File: src/hw/rtl/tcw_pkg.sv
`default_nettype none

package tcw_pkg;

  // Default screen geometry
  localparam int unsigned COLUMNS_DEF = 80;
  localparam int unsigned ROWS_DEF    = 25;

  // Fixed field widths
  localparam int unsigned OPCODE_W     = 2;
  localparam int unsigned CHAR_W       = 8;
  localparam int unsigned COLOR_W      = 4;
  localparam int unsigned COORD_W      = 8;
  localparam int unsigned CELL_W       = 16;
  localparam int unsigned CURSOR_COL_W = 7;
  localparam int unsigned CURSOR_ROW_W = 5;
  localparam int unsigned CURSOR_IDX_W = 11;
  localparam int unsigned S_TDATA_W    = 32;
  localparam int unsigned M_TDATA_W    = 40;

  localparam logic [CHAR_W-1:0] NEWLINE_CHAR = 8'd10;
  // space in light grey on black
  localparam logic [CELL_W-1:0] BLANK_CELL   = 16'h0720;

  typedef enum logic [OPCODE_W-1:0] {
    OP_PUT_CHAR   = 2'd0,
    OP_SET_CURSOR = 2'd1,
    OP_CLEAR      = 2'd2,
    OP_READ_CELL  = 2'd3
  } opcode_e;

  typedef enum logic [2:0] {
    ST_INIT,
    ST_IDLE,
    ST_EXEC,
    ST_SWEEP,
    ST_RESP
  } state_e;

  // controller -> datapath
  typedef struct packed {
    logic capture;
    logic exec;
    logic sweep;
    logic load_out;
  } ctrl_cmd_t;

  // datapath -> controller
  typedef struct packed {
    logic needs_sweep;
    logic sweep_last;
    logic out_free;
  } dp_sts_t;

endpackage

`default_nettype wire

File: src/hw/rtl/tcw_ctrl.sv
`default_nettype none

module tcw_ctrl (
  input  wire logic               clk_i,
  input  wire logic               rst_ni,
  input  wire logic               s_valid_i,
  output logic                    s_ready_o,
  input  wire tcw_pkg::dp_sts_t   sts_i,
  output tcw_pkg::ctrl_cmd_t      cmd_o
);

  tcw_pkg::state_e state_q, state_d;

  always_ff @(posedge clk_i or negedge rst_ni) begin
    if (!rst_ni) begin
      state_q <= tcw_pkg::ST_INIT;
    end else begin
      state_q <= state_d;
    end
  end

  always_comb begin
    state_d = state_q;
    case (state_q)
      tcw_pkg::ST_INIT: begin
        if (sts_i.sweep_last) state_d = tcw_pkg::ST_IDLE;
      end
      tcw_pkg::ST_IDLE: begin
        if (s_valid_i) state_d = tcw_pkg::ST_EXEC;
      end
      tcw_pkg::ST_EXEC: begin
        state_d = sts_i.needs_sweep ? tcw_pkg::ST_SWEEP : tcw_pkg::ST_RESP;
      end
      tcw_pkg::ST_SWEEP: begin
        if (sts_i.sweep_last) state_d = tcw_pkg::ST_RESP;
      end
      tcw_pkg::ST_RESP: begin
        if (sts_i.out_free) begin
          state_d = s_valid_i ? tcw_pkg::ST_EXEC : tcw_pkg::ST_IDLE;
        end
      end
      default: state_d = tcw_pkg::ST_INIT;
    endcase
  end

  always_comb begin
    s_ready_o = (state_q == tcw_pkg::ST_IDLE) ||
                ((state_q == tcw_pkg::ST_RESP) && sts_i.out_free);
    cmd_o.capture  = s_valid_i && s_ready_o;
    cmd_o.exec     = (state_q == tcw_pkg::ST_EXEC);
    cmd_o.sweep    = (state_q == tcw_pkg::ST_INIT) || (state_q == tcw_pkg::ST_SWEEP);
    cmd_o.load_out = (state_q == tcw_pkg::ST_RESP) && sts_i.out_free;
  end

endmodule

`default_nettype wire

File: config.mk
export PLATFORM = sky130hd
export DESIGN_NAME = tcw_ctrl
export DESIGN_NICKNAME = d
export VERILOG_FILES = /design/src/hw/rtl/tcw_pkg.sv /design/src/hw/rtl/tcw_ctrl.sv
export SDC_FILE = /design/constraint.sdc
export NUM_CORES = 1
export LEC_CHECK = 0
export BUFFER_PORTS_ARGS = -buffer_cell sky130_fd_sc_hd__buf_2
export CORE_AREA = 10 10 47 49
export DETAILED_ROUTE_END_ITERATION = 12
export DIE_AREA = 0 0 57 59
export MAX_ROUTING_LAYER = met4
export PLACE_DENSITY = 0.39
export SLEW_MARGIN = 20
export SYNTH_ARGS = -nofsm -noshare
export SYNTH_HDL_FRONTEND = slang
export SYNTH_SLANG_ARGS = --single-unit
File: constraint.sdc
create_clock -name clk_i -period 2.5 [get_ports clk_i]
set_clock_uncertainty 0.15 [all_clocks]
set_input_delay 0.25 -clock clk_i [delete_from_list [all_inputs] [get_ports clk_i]]
set_output_delay 0.25 -clock clk_i [all_outputs]
set_load 0.005 [all_outputs]
# After elaboration in Yosys (flattened, before gate mapping)
# Index checks and enable logic that the tools add are counted.
[word_totals]
reg_bits = 3
latchBits = 0
mem_bits_rw = 0
romBits = 0
inputBits = 6
output_inout_bits = 5
wordCells = 22
n_memories = 0
[classes]
add_sub_neg = 0
mul = 0
n_div = 0
order_cmp = 0
eq_ne = 8
shift = 0
muxes = 7
bitwise_logic = 0
n_reduce_logical = 6
[ops]
columns = ["operator", "count"]
rows = [
  ["$mux W3", 5],
  ["$pmux W3 S5", 1],
  ["$ne A2 B2 Y1 const B", 4],
  ["$eq A3 B2 Y1 const B", 2],
  ["$reduce_and A4 Y1", 1],
  ["$eq A3 B1 Y1 const B", 1],
  ["$eq A3 B3 Y1 const B", 1],
  ["$logic_not A3 Y1", 1],
  ["$logic_and A1 B1 Y1", 2],
  ["$logic_or A1 B1 Y1", 2],
  ["$mux W2", 1],
]

# Longest topological paths before layout
# Gate-level depths: netlist of the first run.
[logic_depth]
word_depth = 4
ltp_mapped = 4
ltp_nobuf = 3

# Least setup slack after synthesis of the first run
# OpenSTA, ideal clock, no wires.
[synth_timing]
path_kind = "reg-to-output"
start = "register state_q[0]"
end = "output cmd_o[3] in the netlist's numbering"
t_arrival_ps = 1026
required_time_ps = 2100
path_slack_ps = 1074
path_stages_with_launch = 5
n_path_buf = 1
cell_sequence = "dfrtp_1 -> buf_2 -> nand3b_1 -> a21oi_1 -> and2_1"
[synth_rtl]
columns = ["item", "line", "source"]
rows = [
  ["start, declared", "tcw_ctrl.sv:12", "tcw_pkg::state_e state_q, state_d;"],
  ["start signal, assigned", "tcw_ctrl.sv:16", "state_q <= tcw_pkg::ST_INIT;"],
  ["start signal, assigned", "tcw_ctrl.sv:18", "state_q <= state_d;"],
  ["end, declared", "tcw_ctrl.sv:9", "output tcw_pkg::ctrl_cmd_t cmd_o"],
]

==> impl_results.md, run 1 <==
* Rel. slew slack at around two thirds
* CP max FO at 12
* Routed wire length at 734 µm
* Setup TNS Final at 0 ns
* Post-synth top flop: dfrtp_1
* Total Power at between 0.4 and 0.5 mW
* Count of final max-slew check failures at 0
* Min setup slack post-route at 0.718 ns
* Yosys top cell area share at 27.0%
* First-pass GRT wire length at roughly 1.2 mm
* Setup crit end kind: output port
* First DRT Iteration DRCs at 1
* Initial antenna violation count at 0
* Critical Path Slowest Stage Cell: dfrtp_1
* # rows at 14
* Final Hold Viols at 0
* Fin Hold WS at 0.176 ns
* Count of final setup violators at 0
* Worst Max-Slew Pin Slew at 0.477 ns
* Critical Path RT at 2.10 ns
* Routed WL per cell at 12.4 µm
* Storage element area at 75.1 µm²
* Post-Syn Area at around 280 µm²
* Largest register FFs at 3
* Die area at 3360 µm²
* Final nets at 50
* CP bufs+invs at 1
* Gates resized, CTS repair at 0
* RSZ-0062 raised after global routing: false
* Tcrit/Tclk final at 71.3%
* Die height at 59 µm
* Residual DRC at 0
* Count of input and output buffers at 10
* Asr flop ratio synth at 100%
* P_leak at between 0.15 and 0.2 nW
* Longest Clk Path Bufs at 2
* F_max at 561 MHz
* R2R Setup Slk at between 0.8 and 0.9 ns
* Leading area contributor after synthesis: dfrtp_1
* Max Cap Viol at 0
* Via-per-instance ratio at 4.85
* H-tree levels at 1
* Critical path class: reg -> out
* Total congestion overflow at 0
* # clock sinks at 3
* Pre-CTS setup slack at 0.873 ns
* Pre-Repair DR Iteration Count at 2
* Mapped Cells at 31
* Syn_nets at 37
* Register area share after synthesis at between 20% and 30%
* # diodes at 0
* Status: completed
* # IOs at 11
* DIE WIDTH at 57 µm
* Commonest cells post-synth: 3 x a21oi_1, 3 x dfrtp_1, 3 x nand2b_1, 2 x buf_2, 2 x nor2b_1
* Via count at between 200 and 300
* Share of cells above drive strength 1 at 34.9%
* Filler cells at 169
* Synth unique cells at 23
* Clk_lat worst skew at around 0.24 ns
* Ys Warns at 0
* Largest regs: state_q (3)
* Root Buffer Master: clkbuf_4
* CTS tree: done
* CP max stage delay at 0.50 ns
* Worst path cell trace: nand3b_1, a21oi_1, and2_1, buf_2
* Yosys reg bits at 3
* Syn Area/Cell at 8.96 µm²
* Setup crit start kind: flop
* CP Data Arrival Time at 1.38 ns
* Area growth from synthesis to layout at 30.6%
* Vias in the first global route at 304
* Starting density of the core at about a fifth
* TritonCTS Buffers at 3
* Largest Register: state_q
* Tot GR Track Use at 4.79%
* Peak supply drop at 406 µV
* Largest net degree at the start of global routing at 13
* Post-DRT Antenna Nets at 0
* Ranking of synthesized cells by area: dfrtp_1 27%, nand2b_1 6.8%, a21oi_1 5.4%
* Clk pin slew, worst setup/hold paths at 0.04 ns
* Post-synth EDFFs at 0
* Top Family by Delay on Critical Path: flip-flops
* Fin crit period at around 1.8 ns
* Cell Pwr Density at 1170 nW/µm²
* RePlAce Congestion at roughly 0.83
* Min-delay worst type: in -> reg
* Core area at 1400 µm²
* Multi-input gate area at 181 µm²
## final cells by class
type | count | share of cell area (%)
multi-input combinational | 25 | 50.0
sequential | 3 | 20.7
timing repair buffer | 11 | 16.6
clock buffer | 4 | 7.24
tap | 16 | 5.52
## cells by family (layout without fill, tap and decap cells)
logic type	Yosys count	count (layout)	share of synthesized area [%]
AOI/OAI and AO/OA	9	9	23.9
xor gates and xnor gates	1	1	3.15
buffers and inverters	3	15	7.66
DFF	3	3	27.0
muxes	1	1	3.60
and+or+nand+nor	14	14	34.7
## final timing paths
| check | cells past startpoint | endpoint | start |
|---|---|---|---|
| max | 4 | cmd_o[3] | state_q[0]$_DFFE_PN0P_ |
| min | 3 | state_q[1]$_DFFE_PN0P_ | sts_i[2] |
| max reg2reg | 3 | state_q[2]$_DFFE_PN0P_ | state_q[0]$_DFFE_PN0P_ |
| min reg2reg | 1 | state_q[1]$_DFFE_PN0P_ | state_q[0]$_DFFE_PN0P_ |
| max in group asynchronous | 2 | state_q[1]$_DFFE_PN0P_ | rst_ni |
| min in group asynchronous | 2 | state_q[0]$_DFFE_PN0P_ | rst_ni |
## power breakdown
part | internal, mW | leakage (nW) | total [mW] | switching (mW)
Combinational | 0.117 | 0.113 | 0.200 | 0.0827
Sequential | 0.0705 | 0.0375 | 0.138 | 0.0674
Clock | 0.0599 | 0.0150 | 0.0862 | 0.0263
Total | 0.248 | 0.165 | 0.424 | 0.176
## stage by stage
stage               utilization (%)  cells  area [µm²]
floorplan                         -     31         278
global placement               23.3     54         327
detailed placement             23.3     54         327
CTS                            25.9     59         363
global route                   25.9     59         363
finish                         25.9     59         363
## worst reg2reg max path: cells and delay by family, from the launching register on
kind	cells	cell delay, ns
AO/OA/AOI/OAI	2	0.33
flip-flops	1	0.50
AND/OR/NAND/NOR	1	0.53
## layout by cell type, fill, tap and decap left out, drive strengths merged
| master | count |
|---|---|
| buf | 10 |
| nor2b | 2 |
| and2b | 1 |
| and2 | 1 |
| and4b | 1 |
| o21ai | 1 |
| nor4 | 1 |
| a31o | 1 |
| a211oi | 2 |
| nand2 | 1 |
| nor2 | 1 |
| clkbuf | 4 |
| a22o | 1 |
| nor3 | 1 |
| nor4b | 1 |
| mux2i | 1 |
| nand3b | 1 |
| xor2 | 1 |
| dfrtp | 3 |
| nand2b | 3 |
| dlygate4sd3 | 1 |
| a21oi | 3 |
| a221oi | 1 |
## routing by layer
| metal | vias up | wire [µm] | track usage, % |
|---|---|---|---|
| met1 | 139 | 292 | 4.02 |
| met2 | 6 | 403 | 8.22 |
| met5 | - | 0 | - |
| li1 | 137 | - | - |
| met3 | 4 | 6 | 1.29 |
| met4 | 0 | 31 | 5.03 |
## timing repair
item,4_1_cts,5_1_grt
hold endpoints to repair,3,0
buffers inserted,0,0
hold buffers,1,0
(Power assumes the default switching activity.)
==> run 2, diff against run 1 <==
clock period = 1.8 ns   (was 2.5 ns; I/O delays follow)
==> run 2 against run 1 <==
Clock-buffer cell count is the same. Critical path depth is 1 lower. Register-to-register slack lost 0.74 ns. Utilization increased by 0.36 points. Wire length increased by 4.9%. Sequential share of layout area increased by 0.059 points. Sequential power grew 42%. Worst setup slack worse by 0.59 ns. Combinational power rose by 43%. Critical path type unchanged. Critical endpoint is now cmd_o[2]. Largest cell class unchanged.
==> impl_results.md, run 2 (synthesis results as in run 1) <==
* # clock sinks at 3 (unchanged)
* CP Data Arrival Time at 1.34 ns (was 1.38 ns)
* Total congestion overflow at 0 (unchanged)
* Largest Register: state_q (unchanged)
* Pre-Repair DR Iteration Count at 4 (was 2)
* Fin Hold WS at 0.112 ns (was 0.176 ns)
* Max Cap Viol at 0 (unchanged)
* Count of input and output buffers at 10 (unchanged)
* Min-delay worst type: in -> async (was in -> reg)
* Switch share at 42.7% (was 41.6%)
* CP max FO at 11 (was 12)
* Vias in the first global route at 319 (was 304)
* Part of the power in registers at 32.1% (was 32.5%)
* # diodes at 0 (unchanged)
* Most frequent cells in the layout: 10 x buf_2, 3 x nand2b_1, 3 x clkbuf_4 (was 10 x buf_2, 3 x nand2b_1, 3 x a21oi_1, 3 x clkbuf_4, 3 x dfrtp_1)
* Setup TNS Final at 0 ns (unchanged)
* Die area at 3360 µm² (unchanged)
* Via count at 294 (was 286)
* Setup crit start kind: flop (unchanged)
* Critical Path RT at 1.47 ns (was 2.10 ns)
* CTS tree: done (unchanged)
* Rel. slew slack at 63.7% (was 67.8%)
* Post-DRT Antenna Nets at 0 (unchanged)
* Tcrit/Tclk final at 93.0%
* Longest Clk Path Bufs at 2 (unchanged)
* Combinational share of power at 47.0% (was 47.1%)
* Routed wire length at 770 µm (was 734 µm)
* Most common cell after layout, fill and taps aside: buf_2 (unchanged)
* Post-CTS setup buffer count at 0 (unchanged)
* Via-per-instance ratio at 4.98 (was 4.85)
* Peak supply drop at 503 µV (was 406 µV)
* Share of cells above drive strength 1 at 39.5% (was 34.9%)
* Clock power frac at 20.9% (was 20.3%)
* Clk_lat worst skew at 0.25 ns (was 0.24 ns)
* Starting density of the core at 19.8% (unchanged)
* P_leak at 0.164 nW (was 0.165 nW)
* Die height at 59 µm (unchanged)
* RePlAce Congestion at 0.831 (unchanged)
* H-tree levels at 1 (unchanged)
* Final non-filler cell total at 59 (unchanged)
* Clk pin slew, worst setup/hold paths at 0.04 ns (about the same)
* Core area at 1400 µm² (unchanged)
* Initial antenna violation count at 0 (unchanged)
* First-pass GRT wire length at 1.34 mm (was 1.24 mm)
* NetSw at 0.261 mW (was 0.176 mW)
* First DRT Iteration DRCs at 5 (was 1)
* Pint at 0.350 mW (was 0.248 mW)
* # rows at 14 (unchanged)
* Routed WL per cell at 13.1 µm (was 12.4 µm)
* Critical path class: reg -> out (unchanged)
* Cell Pwr Density at 1660 nW/µm² (was 1170 nW/µm²)
* Root Buffer Master: clkbuf_4 (unchanged)
* Area growth from synthesis to layout at 32.4% (was 30.6%)
* Pre-CTS setup slack at 0.102 ns (was 0.873 ns)
* TritonCTS Buffers at 3 (unchanged)
* Status: completed (unchanged)
* Total Power at 0.611 mW (was 0.424 mW)
* Placed cell count at 54 (unchanged)
* F_max at 597 MHz
* Min setup slack post-route at 0.126 ns (was 0.718 ns)
* Fin crit period at 1.67 ns
* Count of final max-slew check failures at 0 (unchanged)
* Setup crit end kind: output port (unchanged)
* Largest regs: state_q (3) (unchanged)
* Post-DP HPWL at 571 µm
* Final Hold Viols at 0 (unchanged)
* Tot GR Track Use at 5.59% (was 4.79%)
* DIE WIDTH at 57 µm (unchanged)
* # IOs at 11 (unchanged)
* Largest net degree at the start of global routing at 13 (unchanged)
* Largest register FFs at 3 (unchanged)
* Final nets at 50 (unchanged)
* Reg2reg path depth at 3 (unchanged)
* RSZ-0062 raised after global routing: false (unchanged)
* Worst Max-Slew Pin Slew at 0.536 ns (was 0.477 ns)
* Count of final setup violators at 0 (unchanged)
* Residual DRC at 0 (unchanged)
==> run 2: cell counts in the layout (fill, tap and decap cells not counted) <==
Identical to the previous run, type by type.
==> run 2: power by group through the flow <==
stage	logic (mW)	clock network (mW)	registers (mW)
2_1_floorplan	0.292	0	0.115
3_5_place_dp	0.283	0	0.190
6_report	0.287	0.128	0.196
4_1_cts	0.288	0.129	0.190
3_3_place_gp	0.284	0	0.190
5_1_grt	0.326	0.138	0.206
==> run 2: final cells by class <==
| class | count | area, µm² |
|---|---|---|
| repair buffers | 11 | 60.1 |
| multi-input cells | 25 | 185 |
| flip-flops and latches | 3 | 76.3 |
| fillers | 167 | 1030 |
| well taps | 16 | 20.0 |
| clock buffers | 4 | 26.3 |
==> run 2: path summary, 6_finish.rpt <==
check	startpoint	to	slack (ns)
min	rst_ni	state_q[1]$_DFFE_PN0P_	0.11
max	state_q[1]$_DFFE_PN0P_	cmd_o[2]	0.13
min reg2reg	state_q[0]$_DFFE_PN0P_	state_q[1]$_DFFE_PN0P_	0.47
max reg2reg	state_q[1]$_DFFE_PN0P_	state_q[2]$_DFFE_PN0P_	0.13
max in group asynchronous	rst_ni	state_q[0]$_DFFE_PN0P_	1.27
min in group clk_i	sts_i[2]	state_q[1]$_DFFE_PN0P_	0.12
==> run 2: repair_timing <==
| item | 4_1_cts | 5_1_grt |
|---|---|---|
| endpoints found under the setup margin | 0 | 1 |
| hold buffers | 1 | 0 |
| endpoints found under the hold margin | 3 | 0 |
| resized for setup | 0 | 2 |
==> run 2: per-stage QoR <==
step           instance area [µm²]  utilization, %
2_1_floorplan                  278               -
3_3_place_gp                   327            23.3
3_5_place_dp                   327            23.3
4_1_cts                        363            25.9
5_1_grt                        368            26.3
6_report                       368            26.3
==> run 2: critical path, cell delays in order (launching register included) <==
cell and delay, ns:
dfrtp_1 0.57, nor2b_1 0.27, and2b_1 0.15, buf_2 0.11
==> run 2: metal layers <==
layer | track usage, % | vias to the layer above | share of wire, %
met5 | - | - | 0
met4 | 9.06 | 0 | 7.1
met3 | 1.29 | 6 | 1.3
met2 | 8.37 | 10 | 55
met1 | 4.62 | 139 | 36
li1 | - | 139 | -
